==> config.mk <==
export PLATFORM = sky130hd
export DESIGN_NAME = one_wire_bus_master_unit_flat
export DESIGN_NICKNAME = d
export VERILOG_FILES = /design/src/hw/rtl/owb_pkg.sv /design/src/hw/rtl/owb_if.sv /design/src/hw/rtl/owb_cfg_regs.sv /design/src/hw/rtl/owb_engine.sv /design/src/hw/rtl/one_wire_bus_master_unit.sv /design/src/flat_wrapper.sv
export SDC_FILE = /design/constraint.sdc
export NUM_CORES = 1
export LEC_CHECK = 0
export BUFFER_PORTS_ARGS = -buffer_cell sky130_fd_sc_hd__buf_2
export CORE_UTILIZATION = 55
export CTS_BUF_LIST = sky130_fd_sc_hd__clkbuf_8 sky130_fd_sc_hd__clkbuf_16
export CTS_CLUSTER_SIZE = 12
export DETAILED_ROUTE_END_ITERATION = 6
export PLACE_DENSITY = 0.76
export SLEW_MARGIN = 20
export SYNTH_ARGS = -nofsm -noshare
export SYNTH_HDL_FRONTEND = slang
export SYNTH_SLANG_ARGS = --single-unit
==> constraint.sdc <==
create_clock -name clk -period 10.2 [get_ports clk]
set_input_delay 1.53 -clock clk [delete_from_list [all_inputs] [get_ports clk]]
set_output_delay 1.53 -clock clk [all_outputs]
set_load 0.02 [all_outputs]
==> src/hw/rtl/owb_pkg.sv <==
`timescale 1ns / 1ps
// Shared types and constants of the single-wire bus master.
// No dependencies; used by owb_cfg_regs, owb_engine and the top level.
package owb_pkg;

    localparam int CFG_W      = 10;
    localparam int CFG_IDX_W  = 3;
    localparam int TICK_W     = 10;

    typedef enum logic [1:0] {
        CMD_TICK  = 2'd0,
        CMD_RESET = 2'd1,
        CMD_WRITE = 2'd2,
        CMD_READ  = 2'd3
    } cmd_t;

    typedef enum logic [2:0] {
        PH_IDLE    = 3'd0,
        PH_RST_LOW = 3'd1,
        PH_RST_REL = 3'd2,
        PH_RST_REC = 3'd3,
        PH_WR      = 3'd4,
        PH_RD_LOW  = 3'd5,
        PH_RD_REL  = 3'd6,
        PH_RD_REC  = 3'd7
    } phase_t;

    typedef enum logic [CFG_IDX_W-1:0] {
        REG_RESET_LOW   = 3'd0,
        REG_RESET_REL   = 3'd1,
        REG_RESET_REC   = 3'd2,
        REG_WRITE0_LOW  = 3'd3,
        REG_WRITE1_LOW  = 3'd4,
        REG_WRITE_SLOT  = 3'd5,
        REG_READ_REL    = 3'd6,
        REG_READ_REC    = 3'd7
    } reg_idx_t;

    typedef struct packed {
        logic [9:0] reset_low_us;
        logic [7:0] reset_release_us;
        logic [9:0] reset_recovery_us;
        logic [7:0] write0_low_us;
        logic [7:0] write1_low_us;
        logic [7:0] write_slot_us;
        logic [7:0] read_release_us;
        logic [7:0] read_recovery_us;
    } cfg_t;

    typedef struct packed {
        logic [1:0] cmd;
        logic [7:0] tx_byte;
        logic       line_in;
    } tick_t;

    typedef struct packed {
        logic       drive_low;
        logic       busy_res;
        logic       done_res;
        logic [7:0] rx_byte;
        logic       presence;
        logic       rejected;
    } res_t;

endpackage

==> src/hw/rtl/owb_if.sv <==
`timescale 1ns / 1ps
// Valid/ready channel interfaces for tick beats and result beats.
// Standalone; no package needed.
interface owb_tick_if;
    logic       valid;
    logic       ready;
    logic [1:0] cmd;
    logic [7:0] tx_byte;
    logic       line_in;

    modport source (output valid, output cmd, output tx_byte, output line_in, input ready);
    modport sink   (input valid, input cmd, input tx_byte, input line_in, output ready);
endinterface

interface owb_res_if;
    logic       valid;
    logic       ready;
    logic       drive_low;
    logic       busy_res;
    logic       done_res;
    logic [7:0] rx_byte;
    logic       presence;
    logic       rejected;

    modport source (output valid, output drive_low, output busy_res, output done_res,
                    output rx_byte, output presence, output rejected, input ready);
    modport sink   (input valid, input drive_low, input busy_res, input done_res,
                    input rx_byte, input presence, input rejected, output ready);
endinterface

==> src/hw/rtl/owb_cfg_regs.sv <==
`timescale 1ns / 1ps
// Timing configuration registers, written through a plain write port.
// Depends on owb_pkg.
module owb_cfg_regs
    import owb_pkg::*;
(
    input  logic                 clk,
    input  logic                 rst_n,
    input  logic                 cfg_we,
    input  logic [CFG_IDX_W-1:0] cfg_index,
    input  logic [CFG_W-1:0]     cfg_wdata,
    output cfg_t                 cfg
);

    cfg_t cfg_reg;

    always_ff @(posedge clk or negedge rst_n)
    begin
        if (!rst_n)
        begin
            cfg_reg.reset_low_us      <= 10'd500;
            cfg_reg.reset_release_us  <= 8'd70;
            cfg_reg.reset_recovery_us <= 10'd400;
            cfg_reg.write0_low_us     <= 8'd60;
            cfg_reg.write1_low_us     <= 8'd5;
            cfg_reg.write_slot_us     <= 8'd65;
            cfg_reg.read_release_us   <= 8'd10;
            cfg_reg.read_recovery_us  <= 8'd40;
        end
        else if (cfg_we)
        begin
            unique case (reg_idx_t'(cfg_index))
                REG_RESET_LOW:  cfg_reg.reset_low_us      <= cfg_wdata;
                REG_RESET_REL:  cfg_reg.reset_release_us  <= cfg_wdata[7:0];
                REG_RESET_REC:  cfg_reg.reset_recovery_us <= cfg_wdata;
                REG_WRITE0_LOW: cfg_reg.write0_low_us     <= cfg_wdata[7:0];
                REG_WRITE1_LOW: cfg_reg.write1_low_us     <= cfg_wdata[7:0];
                REG_WRITE_SLOT: cfg_reg.write_slot_us     <= cfg_wdata[7:0];
                REG_READ_REL:   cfg_reg.read_release_us   <= cfg_wdata[7:0];
                REG_READ_REC:   cfg_reg.read_recovery_us  <= cfg_wdata[7:0];
                default: ;
            endcase
        end
    end

    assign cfg = cfg_reg;

endmodule

==> src/hw/rtl/owb_engine.sv <==
`timescale 1ns / 1ps
// Bus timing state machine: advances one tick per step and forms the result.
// Depends on owb_pkg.
module owb_engine
    import owb_pkg::*;
(
    input  logic  clk,
    input  logic  rst_n,
    input  logic  step_en,
    input  tick_t tick,
    input  cfg_t  cfg,
    output res_t  res
);

    phase_t            phase_reg, phase_next, ph_cur;
    logic [TICK_W-1:0] tick_reg, tick_next, tc_cur;
    logic [2:0]        bit_reg, bit_next, bi_cur;
    logic [7:0]        shift_reg, shift_next, sh_cur, sh_rd;
    logic              presence_reg, presence_next;
    logic [7:0]        rx_reg, rx_next;
    logic [TICK_W:0]   tc_inc;
    logic [7:0]        low_time;

    always_ff @(posedge clk or negedge rst_n)
    begin
        if (!rst_n)
        begin
            phase_reg    <= PH_IDLE;
            tick_reg     <= '0;
            bit_reg      <= '0;
            shift_reg    <= '0;
            presence_reg <= 1'b0;
            rx_reg       <= '0;
        end
        else if (step_en)
        begin
            phase_reg    <= phase_next;
            tick_reg     <= tick_next;
            bit_reg      <= bit_next;
            shift_reg    <= shift_next;
            presence_reg <= presence_next;
            rx_reg       <= rx_next;
        end
    end

    always_comb
    begin
        ph_cur = phase_reg;
        tc_cur = tick_reg;
        bi_cur = bit_reg;
        sh_cur = shift_reg;
        res    = '0;

        if (phase_reg == PH_IDLE)
        begin
            if (cmd_t'(tick.cmd) != CMD_TICK)
            begin
                tc_cur = '0;
                bi_cur = '0;
                unique case (cmd_t'(tick.cmd))
                    CMD_RESET: ph_cur = PH_RST_LOW;
                    CMD_WRITE:
                    begin
                        ph_cur = PH_WR;
                        sh_cur = tick.tx_byte;
                    end
                    CMD_READ:
                    begin
                        ph_cur = PH_RD_LOW;
                        sh_cur = '0;
                    end
                    default: ;
                endcase
            end
        end
        else if (cmd_t'(tick.cmd) != CMD_TICK)
        begin
            res.rejected = 1'b1;
        end

        res.busy_res = (ph_cur != PH_IDLE);

        phase_next    = ph_cur;
        tick_next     = tc_cur;
        bit_next      = bi_cur;
        shift_next    = sh_cur;
        presence_next = presence_reg;
        rx_next       = rx_reg;
        tc_inc        = {1'b0, tc_cur} + 1'b1;
        low_time      = sh_cur[0] ? cfg.write1_low_us : cfg.write0_low_us;
        sh_rd         = (tc_cur == '0) ? {tick.line_in, sh_cur[7:1]} : sh_cur;

        unique case (ph_cur)
            PH_IDLE: ;
            PH_RST_LOW:
            begin
                res.drive_low = 1'b1;
                if (tc_inc >= {1'b0, cfg.reset_low_us})
                begin
                    phase_next = PH_RST_REL;
                    tick_next  = '0;
                end
                else
                    tick_next = tc_inc[TICK_W-1:0];
            end
            PH_RST_REL:
            begin
                if (tc_inc >= {3'b0, cfg.reset_release_us})
                begin
                    phase_next = PH_RST_REC;
                    tick_next  = '0;
                end
                else
                    tick_next = tc_inc[TICK_W-1:0];
            end
            PH_RST_REC:
            begin
                if (tc_cur == '0)
                    presence_next = ~tick.line_in;
                if (tc_cur >= cfg.reset_recovery_us)
                begin
                    phase_next   = PH_IDLE;
                    tick_next    = '0;
                    bit_next     = '0;
                    res.done_res = 1'b1;
                end
                else
                    tick_next = tc_inc[TICK_W-1:0];
            end
            PH_WR:
            begin
                res.drive_low = (tc_cur < {2'b0, low_time});
                if (tc_inc >= {3'b0, cfg.write_slot_us})
                begin
                    shift_next = {1'b0, sh_cur[7:1]};
                    tick_next  = '0;
                    if (bi_cur == 3'd7)
                    begin
                        phase_next   = PH_IDLE;
                        bit_next     = '0;
                        res.done_res = 1'b1;
                    end
                    else
                        bit_next = bi_cur + 3'd1;
                end
                else
                    tick_next = tc_inc[TICK_W-1:0];
            end
            PH_RD_LOW:
            begin
                res.drive_low = 1'b1;
                phase_next    = PH_RD_REL;
                tick_next     = '0;
            end
            PH_RD_REL:
            begin
                if (tc_inc >= {3'b0, cfg.read_release_us})
                begin
                    phase_next = PH_RD_REC;
                    tick_next  = '0;
                end
                else
                    tick_next = tc_inc[TICK_W-1:0];
            end
            PH_RD_REC:
            begin
                shift_next = sh_rd;
                if (tc_cur >= {2'b0, cfg.read_recovery_us})
                begin
                    tick_next = '0;
                    if (bi_cur == 3'd7)
                    begin
                        rx_next      = sh_rd;
                        phase_next   = PH_IDLE;
                        bit_next     = '0;
                        res.done_res = 1'b1;
                    end
                    else
                    begin
                        bit_next   = bi_cur + 3'd1;
                        phase_next = PH_RD_LOW;
                    end
                end
                else
                    tick_next = tc_inc[TICK_W-1:0];
            end
            default: ;
        endcase

        res.rx_byte  = rx_next;
        res.presence = presence_next;
    end

endmodule

==> src/hw/rtl/one_wire_bus_master_unit.sv <==
`timescale 1ns / 1ps
// Single-wire bus master timing engine, top level.
// Depends on owb_pkg, owb_if, owb_cfg_regs and owb_engine.
//
// Usage: each tick beat on the "tick" channel is one microsecond of bus
// time; it carries cmd (tick only, reset, write byte, read byte), tx_byte
// and the sampled bus level line_in. Every tick beat yields exactly one
// result beat on "res": drive_low for this tick, busy_res, done_res,
// rx_byte of the last read, presence of the last reset and rejected when a
// command arrived while an operation was running.
// Path: a tick beat is registered in the input register, stepped through
// the timing state machine and lands in the result register, from which its
// result beat is offered.
// Throughput is one beat per cycle while res is taken, as the state update
// between the input and result registers is combinational.
// Stall: if res is not taken, the result register holds, the input register
// fills and tick.ready drops until the result moves on; nothing is lost.
// Reset: rst_n clears the valid flags of both pipeline registers, returns
// the state machine to idle, loads the default timing values. Configuration
// writes (cfg_we, cfg_index, cfg_wdata) are meant for idle periods only.
module one_wire_bus_master_unit
    import owb_pkg::*;
(
    input  logic                 clk,
    input  logic                 rst_n,
    owb_tick_if.sink             tick,
    owb_res_if.source            res,
    input  logic                 cfg_we,
    input  logic [CFG_IDX_W-1:0] cfg_index,
    input  logic [CFG_W-1:0]     cfg_wdata
);

    cfg_t  cfg;
    tick_t in_reg;
    logic  in_valid_reg;
    res_t  out_reg;
    logic  out_valid_reg;
    res_t  step_res;
    logic  advance;

    assign advance   = in_valid_reg && (!out_valid_reg || res.ready);
    assign tick.ready = !in_valid_reg || advance;

    always_ff @(posedge clk or negedge rst_n)
    begin
        if (!rst_n)
        begin
            in_valid_reg  <= 1'b0;
            out_valid_reg <= 1'b0;
        end
        else
        begin
            if (tick.ready)
                in_valid_reg <= tick.valid;
            if (advance)
                out_valid_reg <= 1'b1;
            else if (res.ready)
                out_valid_reg <= 1'b0;
        end
    end

    always_ff @(posedge clk)
    begin
        if (tick.ready && tick.valid)
            in_reg <= '{cmd: tick.cmd, tx_byte: tick.tx_byte, line_in: tick.line_in};
        if (advance)
            out_reg <= step_res;
    end

    owb_cfg_regs u_cfg (
        .clk       (clk),
        .rst_n     (rst_n),
        .cfg_we    (cfg_we),
        .cfg_index (cfg_index),
        .cfg_wdata (cfg_wdata),
        .cfg       (cfg)
    );

    owb_engine u_engine (
        .clk     (clk),
        .rst_n   (rst_n),
        .step_en (advance),
        .tick    (in_reg),
        .cfg     (cfg),
        .res     (step_res)
    );

    assign res.valid     = out_valid_reg;
    assign res.drive_low = out_reg.drive_low;
    assign res.busy_res  = out_reg.busy_res;
    assign res.done_res  = out_reg.done_res;
    assign res.rx_byte   = out_reg.rx_byte;
    assign res.presence  = out_reg.presence;
    assign res.rejected  = out_reg.rejected;

endmodule
==> src/flat_wrapper.sv <==
// flat-port wrapper written by rule: the top's interface ports become plain ports
module one_wire_bus_master_unit_flat import owb_pkg::*;
  (clk, rst_n, cfg_we, cfg_index, cfg_wdata, tick_valid, tick_cmd, tick_tx_byte, tick_line_in, tick_ready, res_valid, res_drive_low, res_busy_res, res_done_res, res_rx_byte, res_presence, res_rejected, res_ready);
  owb_tick_if tick_i ();
  owb_res_if res_i ();
  input  logic clk;
  input  logic rst_n;
  input  logic cfg_we;
  input  logic [CFG_IDX_W-1:0] cfg_index;
  input  logic [CFG_W-1:0] cfg_wdata;
  input wire logic [$bits(tick_i.valid)-1:0] tick_valid;
  input wire logic [$bits(tick_i.cmd)-1:0] tick_cmd;
  input wire logic [$bits(tick_i.tx_byte)-1:0] tick_tx_byte;
  input wire logic [$bits(tick_i.line_in)-1:0] tick_line_in;
  output wire logic [$bits(tick_i.ready)-1:0] tick_ready;
  output wire logic [$bits(res_i.valid)-1:0] res_valid;
  output wire logic [$bits(res_i.drive_low)-1:0] res_drive_low;
  output wire logic [$bits(res_i.busy_res)-1:0] res_busy_res;
  output wire logic [$bits(res_i.done_res)-1:0] res_done_res;
  output wire logic [$bits(res_i.rx_byte)-1:0] res_rx_byte;
  output wire logic [$bits(res_i.presence)-1:0] res_presence;
  output wire logic [$bits(res_i.rejected)-1:0] res_rejected;
  input wire logic [$bits(res_i.ready)-1:0] res_ready;
  assign tick_i.valid = tick_valid;
  assign tick_i.cmd = tick_cmd;
  assign tick_i.tx_byte = tick_tx_byte;
  assign tick_i.line_in = tick_line_in;
  assign tick_ready = tick_i.ready;
  assign res_valid = res_i.valid;
  assign res_drive_low = res_i.drive_low;
  assign res_busy_res = res_i.busy_res;
  assign res_done_res = res_i.done_res;
  assign res_rx_byte = res_i.rx_byte;
  assign res_presence = res_i.presence;
  assign res_rejected = res_i.rejected;
  assign res_i.ready = res_ready;
  one_wire_bus_master_unit u_core (.clk(clk), .rst_n(rst_n), .tick(tick_i), .res(res_i), .cfg_we(cfg_we), .cfg_index(cfg_index), .cfg_wdata(cfg_wdata));
endmodule
==> metrics.md <==
| Metric | Value |
|---|---|
| Status | `finished clean` |
| Number of flip-flops under the largest register name | `68` |
| Leakage | `3.83 nW` |
| Ant diodes | `0` |
| Setup TNS | `0 ns` |
| Cell-internal power | `1.35 mW` |
| WP buf/inv | `1` |
| Top-Level Pins | `44` |
| Highest-delay cell along the critical path | `dfrtp_1` |
| Max VDD drop | `0.000163 V` |
| Share of synthesized flip-flops with an asynchronous set or reset | `81.1%` |
| Dpl cells | `905` |
| Final non-filler cell total | `938` |
| CTS-repair resized insts | `0` |
| Vias in the first global route | `5460` |
| Reg2reg end | `u_core.u_engine.tick_reg[0]` |
| Final ANT Viol Nets | `0` |
| Die Wd | `117 µm` |
| All-layer global routing usage | `27.9%` |
| FF-to-FF path depth | `17` |
| Setup WS pre-CTS | `5.79 ns` |
| Iter 0 DRT Violations | `420` |
| Post-CTS Setup Inserts | `0` |
| Reg-to-Reg Start | `u_core.u_engine.phase_reg[2]` |
| Total CTS buffers | `17` |
| Clock Power Share | `30.4%` |
| Final Hold Fails | `0` |
| Number of vias per cell | `5.80` |
| TritonCTS clock tree | `built` |
| Critical Path Max Stage Delay | `0.58 ns` |
| End point of the critical path | `u_core.u_engine.tick_reg[0]` |
| Final setup skew | `0.0131 ns` |
| MaxCap Viol Count | `0` |
| Startpoint Class | `flop` |
| CP Class | `flop to flop` |
| Initial Utilization | `57.1%` |
| Slew headroom | `30.6%` |
| Drt pass-1 iters | `5` |
| Clock buffer depth | `2` |
| Register area share after synthesis | `45.6%` |
| First-pass GRT wire length | `27.9 mm` |
| Row count | `41` |
| Crit. End Element | `flop` |
| Routed length per instance | `18.4 µm` |
| Core Area | `0.0128 mm²` |
| Fmax | `0.224 GHz` |
| Slew Viols, Final | `0` |
| Power Dens Cells | `249 mW/mm²` |
| Largest net degree at the start of global routing | `78` |
| Hold WC Path Type | `flop to flop` |
| Final nets | `845` |
| Filler cells | `973` |
| Reg2Reg Setup Slack | `5.73 ns` |
| Syn_nets | `801` |
| Worst Max-Slew Pin Slew | `1.04 ns` |
| H-tree depth | `4` |
| Worst Path Max Fanout | `16` |
| Tmin final | `4.47 ns` |
| Comb power frac | `34.6%` |
| Final HPWL DP | `12.3 mm` |
| Count of final setup violators | `0` |
| Hold Buf Count CTS | `0` |
| Post-synthesis cell area | `0.00730 mm²` |
| Share of cells above drive strength 1 | `23.2%` |
| Clock transition at the registers of the reported paths | `0.06 ns` |
| I/O Buffers | `43` |
| DR DRC count | `0` |
| CP delay by family, top | `simple AND/OR/NAND/NOR gates` |
| Die height | `117 µm` |
| Final wirelength | `17.3 mm` |
| GRT overflow | `0` |
| Setup ws final | `5.73 ns` |
| Worst setup path startpoint | `u_core.u_engine.phase_reg[2]` |
| Sequential Power Share | `35.0%` |
| RSZ-0062 raised after global routing | `no` |
| Via count | `5436` |
| Post-Syn Area per Cell | `10.3 µm²` |
| Initial antenna violation count | `0` |
| Data arrival, critical path | `4.81 ns` |
| Sw Ratio | `35.1%` |
| Most frequent cells in the layout | `nand2_1, dfrtp_1, ha_1, inv_1, mux2_2` |
| Layout overhead on the synthesized area | `14.2%` |
| Final Wtd Congestion | `0.948` |
| NetSw | `0.729 mW` |
| Die Area | `0.0137 mm²` |
| Hold Slack | `0.505 ns` |
| Period utilization | `43.8%` |
| Stages on worst setup path | `17` |
| Synth unique cells | `68` |
| Ys flop type | `dfrtp_1` |
| # clock sinks | `127` |
| Ys Warns | `0` |
| Area of the multi-input gates | `0.00365 mm²` |
| Clk root buf | `clkbuf_16` |
| Number of flops mapped to enable cells by yosys | `24` |
| Sequential cell area | `0.00333 mm²` |
| Synth Register Bits | `127` |
| Cells after Synth | `709` |
| Clock latency on the worst-skew pair | `0.43 ns` |
| Critical path required time | `10.54 ns` |
| CP Cell Sequence | `nor3_4 > nand2_2 > nand2_1 > inv_1 > ha_1 > and3_1 > nand2_1 > xor2_1 > nor2_1 > ha_1 > a21o_1 > a21o_1 > a41oi_2 > o21ai_2 > or4_1 > and4b_1 > a211oi_2` |
## power by group through the flow
| stage | sequential, mW | combinational, mW | clock [mW] |
|---|---|---|---|
| 2_1_floorplan | 0.720 | 0.507 | 0 |
| 3_3_place_gp | 0.725 | 0.673 | 0 |
| 3_5_place_dp | 0.730 | 0.696 | 0 |
| 4_1_cts | 0.723 | 0.708 | 0.642 |
| 5_1_grt | 0.740 | 0.799 | 0.663 |
| 6_report | 0.726 | 0.718 | 0.631 |
## worst min-delay path by stage
stage	startpoint	slack [ns]	depth (start not counted)	end
after CTS	u_core.u_cfg.cfg[2]	0.51	1	u_core.u_cfg.cfg[2]
final	u_core.u_cfg.cfg[2]	0.50	1	u_core.u_cfg.cfg[2]
after detailed placement	u_core.u_cfg.cfg[2]	0.49	1	u_core.u_cfg.cfg[2]
after global routing	u_core.u_cfg.cfg[28]	0.51	1	u_core.u_cfg.cfg[28]
after floorplan	u_core.u_engine.shift_reg[6]	0.47	1	u_core.u_engine.shift_reg[6]
after global placement	u_core.u_engine.shift_reg[6]	0.48	1	u_core.u_engine.shift_reg[6]
## per-layer routing
| layer | wire length, µm | global-route usage (%) | up-vias |
|---|---|---|---|
| met5 | 0 | 0 | - |
| met4 | 443 | 11.8 | 0 |
| met3 | 836 | 7.36 | 30 |
| met2 | 8390 | 45.5 | 158 |
| met1 | 7630 | 35.2 | 2644 |
| li1 | - | - | 2604 |
## worst reg2reg max path: stages, from the launching register on
cell and delay, ns:
dfrtp_1 0.58, nor3_4 0.34, nand2_2 0.26, nand2_1 0.22
inv_1 0.16, ha_1 0.32, and3_1 0.23, nand2_1 0.10
xor2_1 0.16, nor2_1 0.08, ha_1 0.30, a21o_1 0.16
a21o_1 0.18, a41oi_2 0.16, o21ai_2 0.10, or4_1 0.46
and4b_1 0.35, a211oi_2 0.24
## cells in the mapped netlist (all sizes together) (2+ instances only)
cell type  instances  share of area [%]
mux2              58                9.0
nand2b            10               0.96
nand2             81                4.2
a211o              2               0.24
a21oi             40                2.7
and4               3               0.39
nand3b             2               0.21
o211ai             7               0.72
and3               3               0.26
a21o               6               0.62
o32a               2               0.27
xnor2              4               0.48
nor2b              5               0.43
xor2               4               0.48
nand3              8               0.55
and2              12                1.0
edfxtp            24                9.9
buf                8               0.65
or4                2               0.21
nand4              4               0.34
a221oi             2               0.24
inv               60                3.1
ha                63                 11
or3                5               0.43
nor3b              9               0.99
o22ai              2               0.17
or2                3               0.26
o31ai              2               0.21
nor3               9               0.84
dfstp             24                8.6
o21a               5               0.51
a31oi             11               0.94
nand4b             3               0.36
a211oi             6               0.69
o21ai             48                3.3
a32oi              2               0.24
nor2              44                2.3
clkbuf            16               0.84
mux2i             19                2.8
dfrtp             79                 27
## kinds of logic (layout without fill, tap and decap cells)
group | after synthesis | count (layout) | synth area share [%]
buffers and inverters | 84 | 141 | 4.58
XOR/XNOR | 8 | 8 | 0.960
flip-flops | 127 | 127 | 45.6
multiplexers | 77 | 77 | 11.8
adder cells (fa/ha/maj) | 63 | 63 | 10.8
AND/OR/NAND/NOR | 207 | 207 | 14.2
AO/OA/AOI/OAI | 143 | 143 | 12.0
## per-stage QoR
stage	total power, mW	utilization (%)	area [µm²]
6_report	2.08	65.2	8330
5_1_grt	2.20	65.2	8330
4_1_cts	2.07	64.9	8290
2_1_floorplan	1.23	-	7300
3_3_place_gp	1.40	60.0	7660
3_5_place_dp	1.43	60.0	7660
## final cells by class
class                      count  area share [%]
inverter                      60            2.70
tap                          172            2.58
multi-input combinational    498            43.8
sequential                   127            39.9
clock buffer                  21            6.04
timing repair buffer          49            3.39
clock inverter                11            1.50
(Power assumes the default switching activity.)
